`src/hw/rtl/erfi_pkg.sv`:
```
// ----------------------------------------------------------------------------
// erfi_pkg: shared types and constants for the exchange-run fault injector
// Register map, field codes, port/pc match constants and the per-slot
// byte operation.
// ----------------------------------------------------------------------------
`default_nettype none

package erfi_pkg;

	localparam int SLOT_COUNT = 4;
	localparam int SLOT_REGS  = 4;

	localparam int BYTE_W     = 8;
	localparam int PORT_W     = 8;
	localparam int PC_W       = 16;
	localparam int SLOT_W     = 43;
	localparam int RUN_W      = 32;
	localparam int TARGET_W   = 31;
	localparam int HMODE_W    = 2;
	localparam int ACTION_W   = 2;
	localparam int DIR_W      = 2;
	localparam int SMODE_W    = 3;
	localparam int CFG_DATA_W = 64;
	localparam int CFG_ADDR_W = 6;
	localparam int REG_IDX_W  = 3;

	// slot word fields
	localparam int SLOT_BYTE_LSB = 0;
	localparam int SLOT_MODE_LSB = 8;
	localparam int SLOT_RUN_LSB  = 11;

	// register indexes (byte address is 8 * index)
	localparam logic [REG_IDX_W-1:0] REG_SLOT0  = 3'd0;
	localparam logic [REG_IDX_W-1:0] REG_SLOT1  = 3'd1;
	localparam logic [REG_IDX_W-1:0] REG_SLOT2  = 3'd2;
	localparam logic [REG_IDX_W-1:0] REG_SLOT3  = 3'd3;
	localparam logic [REG_IDX_W-1:0] REG_TARGET = 3'd4;
	localparam logic [REG_IDX_W-1:0] REG_HMODE  = 3'd5;

	// slot modes
	localparam logic [SMODE_W-1:0] SM_OFF       = 3'd0;
	localparam logic [SMODE_W-1:0] SM_XOR_ALL   = 3'd1;
	localparam logic [SMODE_W-1:0] SM_REP_ALL   = 3'd2;
	localparam logic [SMODE_W-1:0] SM_XOR_FIRST = 3'd3;
	localparam logic [SMODE_W-1:0] SM_REP_FIRST = 3'd4;
	localparam logic [SMODE_W-1:0] SM_XOR_TAIL  = 3'd5;

	// handoff modes and actions
	localparam logic [HMODE_W-1:0]  HM_OFF      = 2'd0;
	localparam logic [HMODE_W-1:0]  HM_NOW      = 2'd1;
	localparam logic [HMODE_W-1:0]  HM_DEFER    = 2'd2;
	localparam logic [ACTION_W-1:0] HA_NORMAL   = 2'd0;
	localparam logic [ACTION_W-1:0] HA_FORCE    = 2'd1;
	localparam logic [ACTION_W-1:0] HA_SUPPRESS = 2'd2;

	// event kinds and access kinds
	localparam logic EV_PORT  = 1'b0;
	localparam logic EV_PORTC = 1'b1;
	localparam logic ACC_IN   = 1'b0;
	localparam logic ACC_OUT  = 1'b1;

	// exchange directions
	localparam logic [DIR_W-1:0] DIR_NONE = 2'd0;
	localparam logic [DIR_W-1:0] DIR_M2S  = 2'd1;
	localparam logic [DIR_W-1:0] DIR_S2M  = 2'd2;

	// match constants
	localparam logic [PORT_W-1:0] PORT_WAIT = 8'hFE;
	localparam logic [PORT_W-1:0] PORT_M2S  = 8'hFD;
	localparam logic [PORT_W-1:0] PORT_S2M  = 8'hFC;
	localparam logic [PC_W-1:0]   PC_WAIT   = 16'h3853;
	localparam logic [PC_W-1:0]   PC_M2S_A  = 16'h37F4;
	localparam logic [PC_W-1:0]   PC_M2S_B  = 16'h3811;
	localparam logic [PC_W-1:0]   PC_S2M_A  = 16'h3863;
	localparam logic [PC_W-1:0]   PC_S2M_B  = 16'h3880;
	localparam logic [PC_W-1:0]   PC_S2M_C  = 16'hC269;

	typedef struct packed {
		logic [SLOT_REGS-1:0][SLOT_W-1:0] slot;
		logic [TARGET_W-1:0]              target;
		logic [HMODE_W-1:0]               hmode;
	} cfg_t;

	function automatic logic [DIR_W-1:0] direction_of(
		input logic              kind,
		input logic [PORT_W-1:0] port,
		input logic [PC_W-1:0]   pc
	);
		logic [DIR_W-1:0] d;
		d = DIR_NONE;
		if (kind == ACC_OUT && port == PORT_M2S && (pc == PC_M2S_A || pc == PC_M2S_B))
			d = DIR_M2S;
		else if (kind == ACC_IN && port == PORT_S2M &&
			(pc == PC_S2M_A || pc == PC_S2M_B || pc == PC_S2M_C))
			d = DIR_S2M;
		return d;
	endfunction

	// one slot acting on the byte left by the slot before it
	function automatic logic [BYTE_W-1:0] slot_apply(
		input logic [BYTE_W-1:0] b,
		input logic [SLOT_W-1:0] w,
		input logic [RUN_W-1:0]  run,
		input logic              start
	);
		logic [BYTE_W-1:0]  sb;
		logic [SMODE_W-1:0] sm;
		logic [RUN_W-1:0]   sr;
		logic [BYTE_W-1:0]  r;
		sb = w[SLOT_BYTE_LSB +: BYTE_W];
		sm = w[SLOT_MODE_LSB +: SMODE_W];
		sr = w[SLOT_RUN_LSB +: RUN_W];
		r  = b;
		if (sr == run) begin
			case (sm)
				SM_XOR_ALL:   r = b ^ sb;
				SM_REP_ALL:   r = sb;
				SM_XOR_FIRST: r = start ? (b ^ sb) : b;
				SM_REP_FIRST: r = start ? sb : b;
				SM_XOR_TAIL:  r = start ? b : (b ^ sb);
				default:      r = b;
			endcase
		end
		return r;
	endfunction

endpackage

`default_nettype wire

```
`src/hw/rtl/erfi_if.sv`:
```
// ----------------------------------------------------------------------------
// erfi_if: access and result channels
// Valid/ready channels; a beat moves when valid and ready are both high.
// ----------------------------------------------------------------------------
`default_nettype none

interface erfi_in_if;
	logic                          valid;
	logic                          ready;
	logic                          mode;
	logic                          access_kind;
	logic [erfi_pkg::PORT_W-1:0]   port_number;
	logic [erfi_pkg::PC_W-1:0]     program_counter;
	logic [erfi_pkg::BYTE_W-1:0]   data_in;
	logic                          from_main;
	logic                          handoff_due;

	modport source (
		output valid, mode, access_kind, port_number, program_counter, data_in,
			from_main, handoff_due,
		input  ready
	);
	modport sink (
		input  valid, mode, access_kind, port_number, program_counter, data_in,
			from_main, handoff_due,
		output ready
	);
endinterface

interface erfi_out_if;
	logic                          valid;
	logic                          ready;
	logic [erfi_pkg::BYTE_W-1:0]   data_out;
	logic [erfi_pkg::ACTION_W-1:0] handoff_action;

	modport source (output valid, data_out, handoff_action, input ready);
	modport sink (input valid, data_out, handoff_action, output ready);
endinterface

`default_nettype wire

```
`src/hw/rtl/exchange_run_fault_injector_unit.sv`:
```
// ----------------------------------------------------------------------------
// exchange_run_fault_injector_unit: exchange-run fault injector
// Classifies port accesses into exchange runs, corrupts sub-to-main bytes
// per slot and performs a one-time CPU handoff intervention.
// ----------------------------------------------------------------------------
// result: registered; a result beat is valid in the cycle after its access beat is accepted
// throughput: one beat per cycle while result.ready is high; run state updates at the accept edge
// the result register frees as soon as its beat is taken, so a new access
// is taken in the same cycle the previous result leaves
// reset: run counter all ones, run-start set, no direction, handoff idle,
// configuration cleared; no clearing pass
`default_nettype none

module exchange_run_fault_injector_unit (
	input  wire logic                                clk,
	input  wire logic                                arst_n,
	erfi_in_if.sink                                  access,
	erfi_out_if.source                               result,
	input  wire logic                                psel,
	input  wire logic                                penable,
	input  wire logic                                pwrite,
	input  wire logic [erfi_pkg::CFG_ADDR_W-1:0]     paddr,
	input  wire logic [erfi_pkg::CFG_DATA_W-1:0]     pwdata,
	output logic      [erfi_pkg::CFG_DATA_W-1:0]     prdata,
	output logic                                     pready
);

	erfi_pkg::cfg_t                      cfg;

	logic [erfi_pkg::RUN_W-1:0]          run_counter_q;
	logic                                run_start_q;
	logic [erfi_pkg::DIR_W-1:0]          last_dir_q;
	logic                                armed_q;
	logic                                done_q;

	logic                                out_valid_q;
	logic [erfi_pkg::BYTE_W-1:0]         data_out_q;
	logic [erfi_pkg::ACTION_W-1:0]       action_q;

	logic                                accept;
	logic                                enabled;
	logic [erfi_pkg::RUN_W-1:0]          target_m1;
	logic [erfi_pkg::DIR_W-1:0]          dir;
	logic                                dir_new;
	logic [erfi_pkg::RUN_W-1:0]          run_next;
	logic                                start_eff;
	logic [erfi_pkg::BYTE_W-1:0]         byte_res;
	logic                                arm_hit;
	logic [erfi_pkg::ACTION_W-1:0]       act;
	logic                                done_set;
	logic [erfi_pkg::BYTE_W-1:0]         data_res;
	logic [erfi_pkg::ACTION_W-1:0]       action_res;

	erfi_cfg u_cfg (
		.clk     (clk),
		.arst_n  (arst_n),
		.psel    (psel),
		.penable (penable),
		.pwrite  (pwrite),
		.paddr   (paddr),
		.pwdata  (pwdata),
		.prdata  (prdata),
		.cfg     (cfg)
	);

	assign pready       = 1'b1;
	assign access.ready = !out_valid_q || result.ready;
	assign accept       = access.valid && access.ready;

	assign result.valid          = out_valid_q;
	assign result.data_out       = data_out_q;
	assign result.handoff_action = action_q;

	assign enabled   = (cfg.target != '0) &&
		(cfg.hmode == erfi_pkg::HM_NOW || cfg.hmode == erfi_pkg::HM_DEFER);
	assign target_m1 = {1'b0, cfg.target} - erfi_pkg::RUN_W'(1);

	// run tracking and slot corruption
	always_comb begin
		dir       = erfi_pkg::direction_of(access.access_kind, access.port_number,
			access.program_counter);
		dir_new   = (dir != erfi_pkg::DIR_NONE) && (dir != last_dir_q);
		run_next  = dir_new ? run_counter_q + erfi_pkg::RUN_W'(1) : run_counter_q;
		start_eff = dir_new ? 1'b1 : run_start_q;
		byte_res  = access.data_in;
		if (dir == erfi_pkg::DIR_S2M) begin
			for (int i = 0; i < erfi_pkg::SLOT_COUNT; i++) begin
				byte_res = erfi_pkg::slot_apply(byte_res, cfg.slot[i], run_next, start_eff);
			end
		end
		arm_hit = enabled && !done_q && access.access_kind == erfi_pkg::ACC_IN &&
			access.port_number == erfi_pkg::PORT_WAIT &&
			access.program_counter == erfi_pkg::PC_WAIT &&
			run_counter_q == target_m1;
	end

	// handoff decision on port C reads
	always_comb begin
		act      = erfi_pkg::HA_NORMAL;
		done_set = 1'b0;
		if (armed_q && access.from_main && !done_q && enabled) begin
			if (cfg.hmode == erfi_pkg::HM_NOW) begin
				act      = access.handoff_due ? erfi_pkg::HA_NORMAL : erfi_pkg::HA_FORCE;
				done_set = 1'b1;
			end else if (access.handoff_due) begin
				act      = erfi_pkg::HA_SUPPRESS;
				done_set = 1'b1;
			end
		end
		if (access.mode == erfi_pkg::EV_PORTC) begin
			data_res   = '0;
			action_res = act;
		end else begin
			data_res   = byte_res;
			action_res = erfi_pkg::HA_NORMAL;
		end
	end

	always_ff @(posedge clk or negedge arst_n) begin
		if (!arst_n) begin
			run_counter_q <= '1;
			run_start_q   <= 1'b1;
			last_dir_q    <= erfi_pkg::DIR_NONE;
			armed_q       <= 1'b0;
			done_q        <= 1'b0;
			out_valid_q   <= 1'b0;
		end else begin
			if (accept) begin
				if (access.mode == erfi_pkg::EV_PORT) begin
					if (arm_hit)
						armed_q <= 1'b1;
					if (dir != erfi_pkg::DIR_NONE) begin
						run_counter_q <= run_next;
						last_dir_q    <= dir;
						run_start_q   <= 1'b0;
					end
				end else if (done_set) begin
					done_q <= 1'b1;
				end
			end
			if (access.ready)
				out_valid_q <= access.valid;
		end
	end

	always_ff @(posedge clk) begin
		if (accept) begin
			data_out_q <= data_res;
			action_q   <= action_res;
		end
	end

	// a port C beat never carries a byte, a port beat never an action
	a_result_exclusive: assert property (@(posedge clk) disable iff (!arst_n)
		out_valid_q && action_q != erfi_pkg::HA_NORMAL |-> data_out_q == '0)
		else $error("result beat carries both a byte and an action");

	// a new direction always opens a new run
	a_run_advance: assert property (@(posedge clk) disable iff (!arst_n)
		last_dir_q != $past(last_dir_q) |->
			run_counter_q == $past(run_counter_q) + erfi_pkg::RUN_W'(1))
		else $error("direction changed without a run advance");

	// the intervention completes only once armed and stays completed
	a_done_armed: assert property (@(posedge clk) disable iff (!arst_n)
		$rose(done_q) |-> $past(armed_q))
		else $error("handoff completed without arming");

	a_done_sticky: assert property (@(posedge clk) disable iff (!arst_n)
		done_q |=> done_q)
		else $error("handoff completion cleared");

	a_result_hold: assert property (@(posedge clk) disable iff (!arst_n)
		out_valid_q && !result.ready |=> out_valid_q && $stable(data_out_q) &&
			$stable(action_q))
		else $error("stalled result register changed");

endmodule

`default_nettype wire

```
`src/hw/rtl/erfi_cfg.sv`:
```
// ----------------------------------------------------------------------------
// erfi_cfg: configuration registers
// APB-style register file holding the slot words and handoff settings.
// ----------------------------------------------------------------------------
`default_nettype none

module erfi_cfg (
	input  wire logic                                clk,
	input  wire logic                                arst_n,
	input  wire logic                                psel,
	input  wire logic                                penable,
	input  wire logic                                pwrite,
	input  wire logic [erfi_pkg::CFG_ADDR_W-1:0]     paddr,
	input  wire logic [erfi_pkg::CFG_DATA_W-1:0]     pwdata,
	output logic      [erfi_pkg::CFG_DATA_W-1:0]     prdata,
	output erfi_pkg::cfg_t                           cfg
);

	erfi_pkg::cfg_t                       cfg_q;
	logic [erfi_pkg::REG_IDX_W-1:0]       idx;
	logic                                 wr_en;

	// registers sit on 8-byte boundaries
	assign idx   = paddr[erfi_pkg::CFG_ADDR_W-1 -: erfi_pkg::REG_IDX_W];
	assign wr_en = psel && penable && pwrite;
	assign cfg   = cfg_q;

	always_ff @(posedge clk or negedge arst_n) begin
		if (!arst_n) begin
			cfg_q <= '0;
		end else if (wr_en) begin
			unique case (idx) inside
				erfi_pkg::REG_SLOT0, erfi_pkg::REG_SLOT1,
				erfi_pkg::REG_SLOT2, erfi_pkg::REG_SLOT3: begin
					cfg_q.slot[idx[1:0]] <= pwdata[erfi_pkg::SLOT_W-1:0];
				end
				erfi_pkg::REG_TARGET: begin
					cfg_q.target <= pwdata[erfi_pkg::TARGET_W-1:0];
				end
				erfi_pkg::REG_HMODE: begin
					cfg_q.hmode <= pwdata[erfi_pkg::HMODE_W-1:0];
				end
				default: begin
				end
			endcase
		end
	end

	always_comb begin
		prdata = '0;
		unique case (idx) inside
			erfi_pkg::REG_SLOT0, erfi_pkg::REG_SLOT1,
			erfi_pkg::REG_SLOT2, erfi_pkg::REG_SLOT3: begin
				prdata = erfi_pkg::CFG_DATA_W'(cfg_q.slot[idx[1:0]]);
			end
			erfi_pkg::REG_TARGET: prdata = erfi_pkg::CFG_DATA_W'(cfg_q.target);
			erfi_pkg::REG_HMODE:  prdata = erfi_pkg::CFG_DATA_W'(cfg_q.hmode);
			default:              prdata = '0;
		endcase
	end

endmodule

`default_nettype wire
```
`src/flat_wrapper.sv`:
```
// flat-port wrapper written by rule: the top's interface ports become plain ports
module exchange_run_fault_injector_unit_flat 
  (clk, arst_n, psel, penable, pwrite, paddr, pwdata, prdata, pready, access_valid, access_mode, access_access_kind, access_port_number, access_program_counter, access_data_in, access_from_main, access_handoff_due, access_ready, result_valid, result_data_out, result_handoff_action, result_ready);
  erfi_in_if access_i ();
  erfi_out_if result_i ();
  input  wire logic clk;
  input  wire logic arst_n;
  input  wire logic psel;
  input  wire logic penable;
  input  wire logic pwrite;
  input  wire logic [erfi_pkg::CFG_ADDR_W-1:0] paddr;
  input  wire logic [erfi_pkg::CFG_DATA_W-1:0] pwdata;
  output logic      [erfi_pkg::CFG_DATA_W-1:0] prdata;
  output logic pready;
  input wire logic [$bits(access_i.valid)-1:0] access_valid;
  input wire logic [$bits(access_i.mode)-1:0] access_mode;
  input wire logic [$bits(access_i.access_kind)-1:0] access_access_kind;
  input wire logic [$bits(access_i.port_number)-1:0] access_port_number;
  input wire logic [$bits(access_i.program_counter)-1:0] access_program_counter;
  input wire logic [$bits(access_i.data_in)-1:0] access_data_in;
  input wire logic [$bits(access_i.from_main)-1:0] access_from_main;
  input wire logic [$bits(access_i.handoff_due)-1:0] access_handoff_due;
  output wire logic [$bits(access_i.ready)-1:0] access_ready;
  output wire logic [$bits(result_i.valid)-1:0] result_valid;
  output wire logic [$bits(result_i.data_out)-1:0] result_data_out;
  output wire logic [$bits(result_i.handoff_action)-1:0] result_handoff_action;
  input wire logic [$bits(result_i.ready)-1:0] result_ready;
  assign access_i.valid = access_valid;
  assign access_i.mode = access_mode;
  assign access_i.access_kind = access_access_kind;
  assign access_i.port_number = access_port_number;
  assign access_i.program_counter = access_program_counter;
  assign access_i.data_in = access_data_in;
  assign access_i.from_main = access_from_main;
  assign access_i.handoff_due = access_handoff_due;
  assign access_ready = access_i.ready;
  assign result_valid = result_i.valid;
  assign result_data_out = result_i.data_out;
  assign result_handoff_action = result_i.handoff_action;
  assign result_i.ready = result_ready;
  exchange_run_fault_injector_unit u_core (.clk(clk), .arst_n(arst_n), .access(access_i), .result(result_i), .psel(psel), .penable(penable), .pwrite(pwrite), .paddr(paddr), .pwdata(pwdata), .prdata(prdata), .pready(pready));
endmodule
```
`config.mk`:
```
export PLATFORM = sky130hd
export DESIGN_NAME = exchange_run_fault_injector_unit_flat
export DESIGN_NICKNAME = d
export VERILOG_FILES = /design/src/hw/rtl/erfi_pkg.sv /design/src/hw/rtl/erfi_if.sv /design/src/hw/rtl/exchange_run_fault_injector_unit.sv /design/src/hw/rtl/erfi_cfg.sv /design/src/flat_wrapper.sv
export SDC_FILE = /design/constraint.sdc
export NUM_CORES = 1
export LEC_CHECK = 0
export ABC_AREA = 1
export BUFFER_PORTS_ARGS = -buffer_cell sky130_fd_sc_hd__buf_2
export CAP_MARGIN = 10
export CORE_AREA = 5 5 240 242
export DETAILED_ROUTE_END_ITERATION = 16
export DIE_AREA = 0 0 245 247
export SYNTH_ARGS = -nofsm -noshare
export SYNTH_HDL_FRONTEND = slang
export SYNTH_SLANG_ARGS = --single-unit
```
`constraint.sdc`:
```
create_clock -name clk -period 5.1 [get_ports clk]
set_input_delay 0.51 -clock clk [delete_from_list [all_inputs] [get_ports clk]]
set_output_delay 0.51 -clock clk [all_outputs]
set_load 0.02 [all_outputs]
```
### Word-level counts from Yosys, hierarchy flattened

Index checks and enable logic that the tools add are counted.

* reduce and logical (&&, ||, !) cells: 36
* equal/unequal tests: 43
* order comparisons: 2
* muxes and demuxes: 40
* bitwise logic cells: 6
* add/sub/neg operators: 2

Operators with widths (number)
* bitwise mux 172 bit: 1
* == test 32 bit: 5
* two-way mux 8 bit: 20
* case mux 8 bit (5 select lines): 4
* case mux 43 bit (3 select lines): 1
* binary-select mux 43 bit (select 2 bit): 1
* demux 43 bit (select 2 bit): 1
* two-way mux 43 bit: 2
* == test 16 x 14 -> 1 bit (second input constant): 5
* adder 32 x 1 -> 32 bit (second input constant): 1
* two-way mux 32 bit: 1
* subtractor 31 x 1 -> 32 bit (second input constant): 1
* bitwise XOR 8 bit: 4
* nonzero test 31 bit: 1
* == test 3 x 2 -> 1 bit (second input constant): 10
* == test 3 bit (second input constant): 10
* == test 8 bit (second input constant): 3
* logical AND 1 bit: 18
* == test 16 bit (second input constant): 1
* == test 3 x 1 -> 1 bit (second input constant): 5
* AND reduction 3 bit: 3
* two-way mux 2 bit: 4
* AND reduction 2 bit: 4
* logical OR 1 bit: 5
* other kinds (11): 18

* input port bits: 113
* register bits after elaboration: 253

### Depth between registers and ports, before layout

* word-level depth: 28
* depth in mapped cells: 40
* gate-level depth less buffers: 39

### Modules after synthesis

Synthesis repeated with hierarchy kept, for this count alone.

* cell total of the unflattened synthesis: 3113
* area total of the unflattened synthesis: 20011.7 µm²

Modules (own cells, without submodules)
* exchange_run_fault_injector_unit: area each 10460.0 µm², instances 1, cells an instance 1866, seq. area each 1292.5 µm²
* erfi_cfg: area each 9551.7 µm², instances 1, cells an instance 1247, seq. area each 5129.9 µm²

### Least setup slack after synthesis

OpenSTA, ideal clock, no wires.

* kind: register -> register
* from: reg u_core.run_counter_q[0] (netlist name)
* to: reg u_core.data_out_q (netlist bit u_core.result.data_out[0]), data pin
* stages on the path, launching flop included: 35
* path slack: 1.146 ns
* arrival time: 3.677 ns
* cell sequence: dfstp_2 > ha_1 > nand2_1 > nor2_4 > nand2_2 > nor2_2 > nand3_2 > nor3_1 > nand3_2 > nand2_2 > nand2_2 > nand2_1 > nand2_1 > nor2_1 > nand2_2 > nor2_8 > nand2_4 > nand2_2 > nand3_2 > nand2_1 > inv_1 > nor2_2 > nand3_2 > nand2_4 > o21ai_1 > nor2_1 > nand3_2 > nand2_2 > nand2_1 > nand2_2 > nor2_1 > nor2_1 > nand3_1 > nand2_1 > a21oi_2

* word-level cells in the longest chain between the ends: 20
* elaborated cells between the ends (all ways): 29

RTL lines
* from (decl): RTL line exchange_run_fault_injector_unit.sv:30 `logic [erfi_pkg::RUN_W-1:0] run_counter_q;`
* from (signal assigned): RTL line exchange_run_fault_injector_unit.sv:133 `run_counter_q <= run_next;`
* adder 32 x 1 -> 32 bit: RTL line exchange_run_fault_injector_unit.sv:83 `run_next = dir_new ? run_counter_q + erfi_pkg::RUN_W'(1) : run_counter_q;`
* two-way mux 32 bit (*): RTL line exchange_run_fault_injector_unit.sv:83
* == test 32 bit: RTL line erfi_pkg.sv:114 `if (sr == run) begin`
* two-way mux 8 bit: RTL line erfi_pkg.sv:114
* two-way mux 8 bit: RTL line exchange_run_fault_injector_unit.sv:86 `if (dir == erfi_pkg::DIR_S2M) begin`
* bitwise XOR 8 bit: RTL line erfi_pkg.sv:116, erfi_pkg.sv:118, erfi_pkg.sv:120
* two-way mux 8 bit, on equally long branches: RTL line erfi_pkg.sv:120, erfi_pkg.sv:118
* case mux 8 bit (5 select lines): RTL line erfi_pkg.sv:115 `case (sm)`
* (+4 left out)
* case mux 8 bit (5 select lines): RTL line erfi_pkg.sv:115
* two-way mux 8 bit: RTL line erfi_pkg.sv:114
* two-way mux 8 bit: RTL line exchange_run_fault_injector_unit.sv:86
* bitwise XOR 8 bit: RTL line erfi_pkg.sv:116, erfi_pkg.sv:118, erfi_pkg.sv:120
* two-way mux 8 bit, on equally long branches: RTL line erfi_pkg.sv:120, erfi_pkg.sv:118
* case mux 8 bit (5 select lines): RTL line erfi_pkg.sv:115
* two-way mux 8 bit (*): RTL line erfi_pkg.sv:114
* two-way mux 8 bit (*): RTL line exchange_run_fault_injector_unit.sv:86
* to (signal assigned): RTL line exchange_run_fault_injector_unit.sv:148 `data_out_q <= data_res;`
* to (decl): RTL line exchange_run_fault_injector_unit.sv:37 `logic [erfi_pkg::BYTE_W-1:0] data_out_q;`

Mark *: on every way between the ends. The rest lies on a longest branch, timed or not. The select of a mux whose other input is x is not followed.
A chain may end at the register's enable or synchronous reset.

### Worst setup path after layout

* from: reg u_core.run_counter_q[0] (netlist name)
* to: reg u_core.data_out_q (netlist bit u_core.result.data_out[7]), data pin

Same word-level chain as after synthesis.

==> results.json <==
{
  "yosysWarnings": 0,
  "viasPerCell": 5.36,
  "required_ps": 5440,
  "cts.reportedPaths.clkPinSlew_ps": 60,
  "nets": 3138,
  "drt_first_pass_iters": 6,
  "cts_made_buffers": 30,
  "regToRegSetupSlack_ps": 310,
  "area_growth_pct": 15.2,
  "dieArea_um2": 60500,
  "worst_clock_skew_ps": 22.9,
  "worstSetupStartpoint": "u_core.run_counter_q[0]",
  "leakage_nw": 10.5,
  "clkSinkCount": 253,
  "dp_hpwl_um": 60400,
  "use_met3_pct": 3.91,
  "fmax_mhz": 209,
  "cp_slowest_stage_delay_ps": 540,
  "irDropWorstVdd_mv": 0.257,
  "met2_usage_pct": 38.6,
  "grt_antenna_before_repair": 2,
  "io_pins": 190,
  "gp_congestion": 1.02,
  "clk_latency_ps": 610,
  "rows": 86,
  "hp-start": "pwdata[0]",
  "hold_end": "u_core.u_cfg.cfg[0]",
  "crit_path_start_kind": "flop",
  "hold_viol_final": 0,
  "crit_path_end_kind": "flop",
  "synthFlopType": "dfrtp_1",
  "fill_cells": 5912,
  "cap_violations": 0,
  "cts_tree": "yes",
  "async_reset_ff_share_pct": 96.0,
  "cpMostUsedCell": "nand2_1",
  "synth-edff-count": 10,
  "critPathKind": "reg2reg",
  "syn_area_um2": 19100,
  "setup_viol": 0,
  "gr-total-overflow": 0,
  "die_y_um": 247,
  "worstMarginPinSlew_ps": 1120,
  "drc_errors": 0,
  "grt_max_degree": 95,
  "min_path_cells": 3,
  "layout_commonest_cell": "nand2_1",
  "fin_crit_ps": 4790,
  "final_cells": 3751,
  "die_x_um": 245,
  "fin_area_um2": 22000,
  "floorplan.initialDensity_pct": 34.8,
  "finalMaxSlewViolations": 0,
  "synth.distinct_cells": 56,
  "status": "finished clean",
  "worstPathMaxFanout": 8,
  "wirelength_um": 79100,
  "track_usage_pct": 25.2,
  "gr-max-usage-layer": "met2",
  "vias": 20100,
  "met1_usage_pct": 36.0,
  "drt_iter0_drc": 2290,
  "ant_nets": 0,
  "synth.ff_latch_count": 253,
  "tns_ps": 0,
  "final_cell_mix": "nand2_1, inv_1, o21ai_0",
  "arrival_ps": 5130,
  "rr_endpoint": "u_core.result.data_out[7]",
  "avgSynthCellArea_um2": 6.63,
  "hp-class": "in2reg",
  "cts.htree.levels": 1,
  "grt_pass1_vias": 18200,
  "max-slew-margin-rel_pct": 25.2,
  "reg2regPathDepth": 36,
  "multi_input_area_um2": 10900,
  "drive_gt1_share_pct": 16.2,
  "worst_path_max_delay_cell": "dfstp_2",
  "placed_area_um2": 20700,
  "clock-root-buffer": "clkbuf_16",
  "syn-instance-count": 2881,
  "finalCritPeriodShare_pct": 93.9,
  "ff_latch_area_um2": 6420,
  "clk_path_buf_depth": 3,
  "port_buffers": 143,
  "design.core.area_um2": 54900,
  "wire_per_inst_um": 21.1,
  "yosysSeqAreaShare_pct": 33.6,
  "post-place-cells": 3680,
  "grt_pass1_wl_um": 117000,
  "r2r-start": "u_core.run_counter_q[0]",
  "p_per_area_nw_per_um2": 326
}
## metrics by stage
| stage | util [%] | hold WS (ps) | power (W) | setup WS, ps |
|---|---|---|---|---|
| after floorplan | - | 214 | 0.00391 | 1150 |
| after global placement | 37.7 | 458 | 0.00467 | 248 |
| after detailed placement | 37.7 | 464 | 0.00469 | 215 |
| after CTS | 39.8 | 124 | 0.00714 | 243 |
| after global routing | 40.1 | 149 | 0.00752 | -51.8 |
| final | 40.1 | 135 | 0.00717 | 309 |
## state kept, by name, indices dropped and copies added (netlist names)
signal                        flops
u_core.result.valid               1
u_core.done_q                     1
u_core.u_cfg.cfg                205
u_core.result.handoff_action      2
u_core.armed_q                    1
u_core.last_dir_q                 2
u_core.run_start_q                1
u_core.run_counter_q             32
u_core.result.data_out            8
## worst max path at each step
stage | endpoint | slack, ps | cells past startpoint
2_1_floorplan | u_core.result.data_out[0] | 1150 | 34
3_3_place_gp | u_core.result.data_out[4] | 250 | 33
3_5_place_dp | u_core.result.data_out[2] | 210 | 35
4_1_cts | u_core.result.data_out[0] | 240 | 33
5_1_grt | u_core.result.data_out[2] | -50 | 35
6_report | u_core.result.data_out[7] | 310 | 36
## report_power, final
group,internal (W),switching (W),leakage (nW)
Sequential,0.00233,0.000376,3.16
Combinational,0.000660,0.00136,6.76
Clock,0.00148,0.000958,0.537
Total,0.00447,0.00270,10.5
## cells by family (layout without fill, tap and decap cells)
family / count (synthesis) / after routing / share of synthesized area, %
xor gates and xnor gates: 87 / 87 / 3.99
other: 2 / 25 / 0.0393
buffers and inverters: 499 / 641 / 10.5
DFF: 253 / 253 / 33.6
adders and majority gates: 4 / 4 / 0.262
AOI/OAI and AO/OA: 525 / 525 / 15.6
and+or+nand+nor: 1511 / 1512 / 36.0
## worst max-delay path: cells and delay by family (launching register included)
family / cells / cell delay, ps
and+or+nand+nor: 28 / 2800
buffers and inverters: 5 / 760
adders and majority gates: 1 / 200
xor gates and xnor gates: 1 / 150
DFF: 1 / 540
AOI/OAI and AO/OA: 1 / 50
## layer usage
metal	share of wire, %	vias to the layer above	routed length [µm]
li1	-	9639	-
met1	44	9349	34700
met2	43	986	34200
met3	9.1	146	7170
met4	3.8	0	3050
met5	0	-	0
## synthesized netlist by cell type (9+ instances only)
master	count	area [µm²]
a21oi_1	45	225
a221oi_1	14	123
buf_1	10	37.5
buf_4	23	173
clkbuf_1	75	282
dfrtp_1	210	5260
dfstp_2	33	867
edfxtp_1	10	300
inv_1	364	1370
nand2_1	794	2980
nand2_2	79	494
nand3_1	231	1160
nand3_2	40	400
nand4_1	40	250
nor2_1	216	811
nor2_2	20	125
nor3_1	30	150
nor4_1	15	93.8
o211ai_1	12	90.1
o21ai_0	329	1650
o21ai_1	9	45.0
o22ai_1	66	413
o2bb2ai_1	12	105
xnor2_1	23	201
xor2_1	64	561
## final cells by class
class	count	area share [%]
flip-flops and latches	253	29.2
multi-input cells	2150	49.5
inverters	378	6.44
well taps	704	4.00
repair buffers	208	5.87
clock inverters	14	1.09
diodes	3	0.0341
clock buffers	41	3.92
## timing repair
item	4_1_cts	5_1_grt
setup endpoints to repair	0	8
buffers inserted	0	11
gates resized for setup	0	19
hold buffers	1	0
hold endpoints to repair	78	0
No activity file was read; power rests on OpenSTA's default activity.
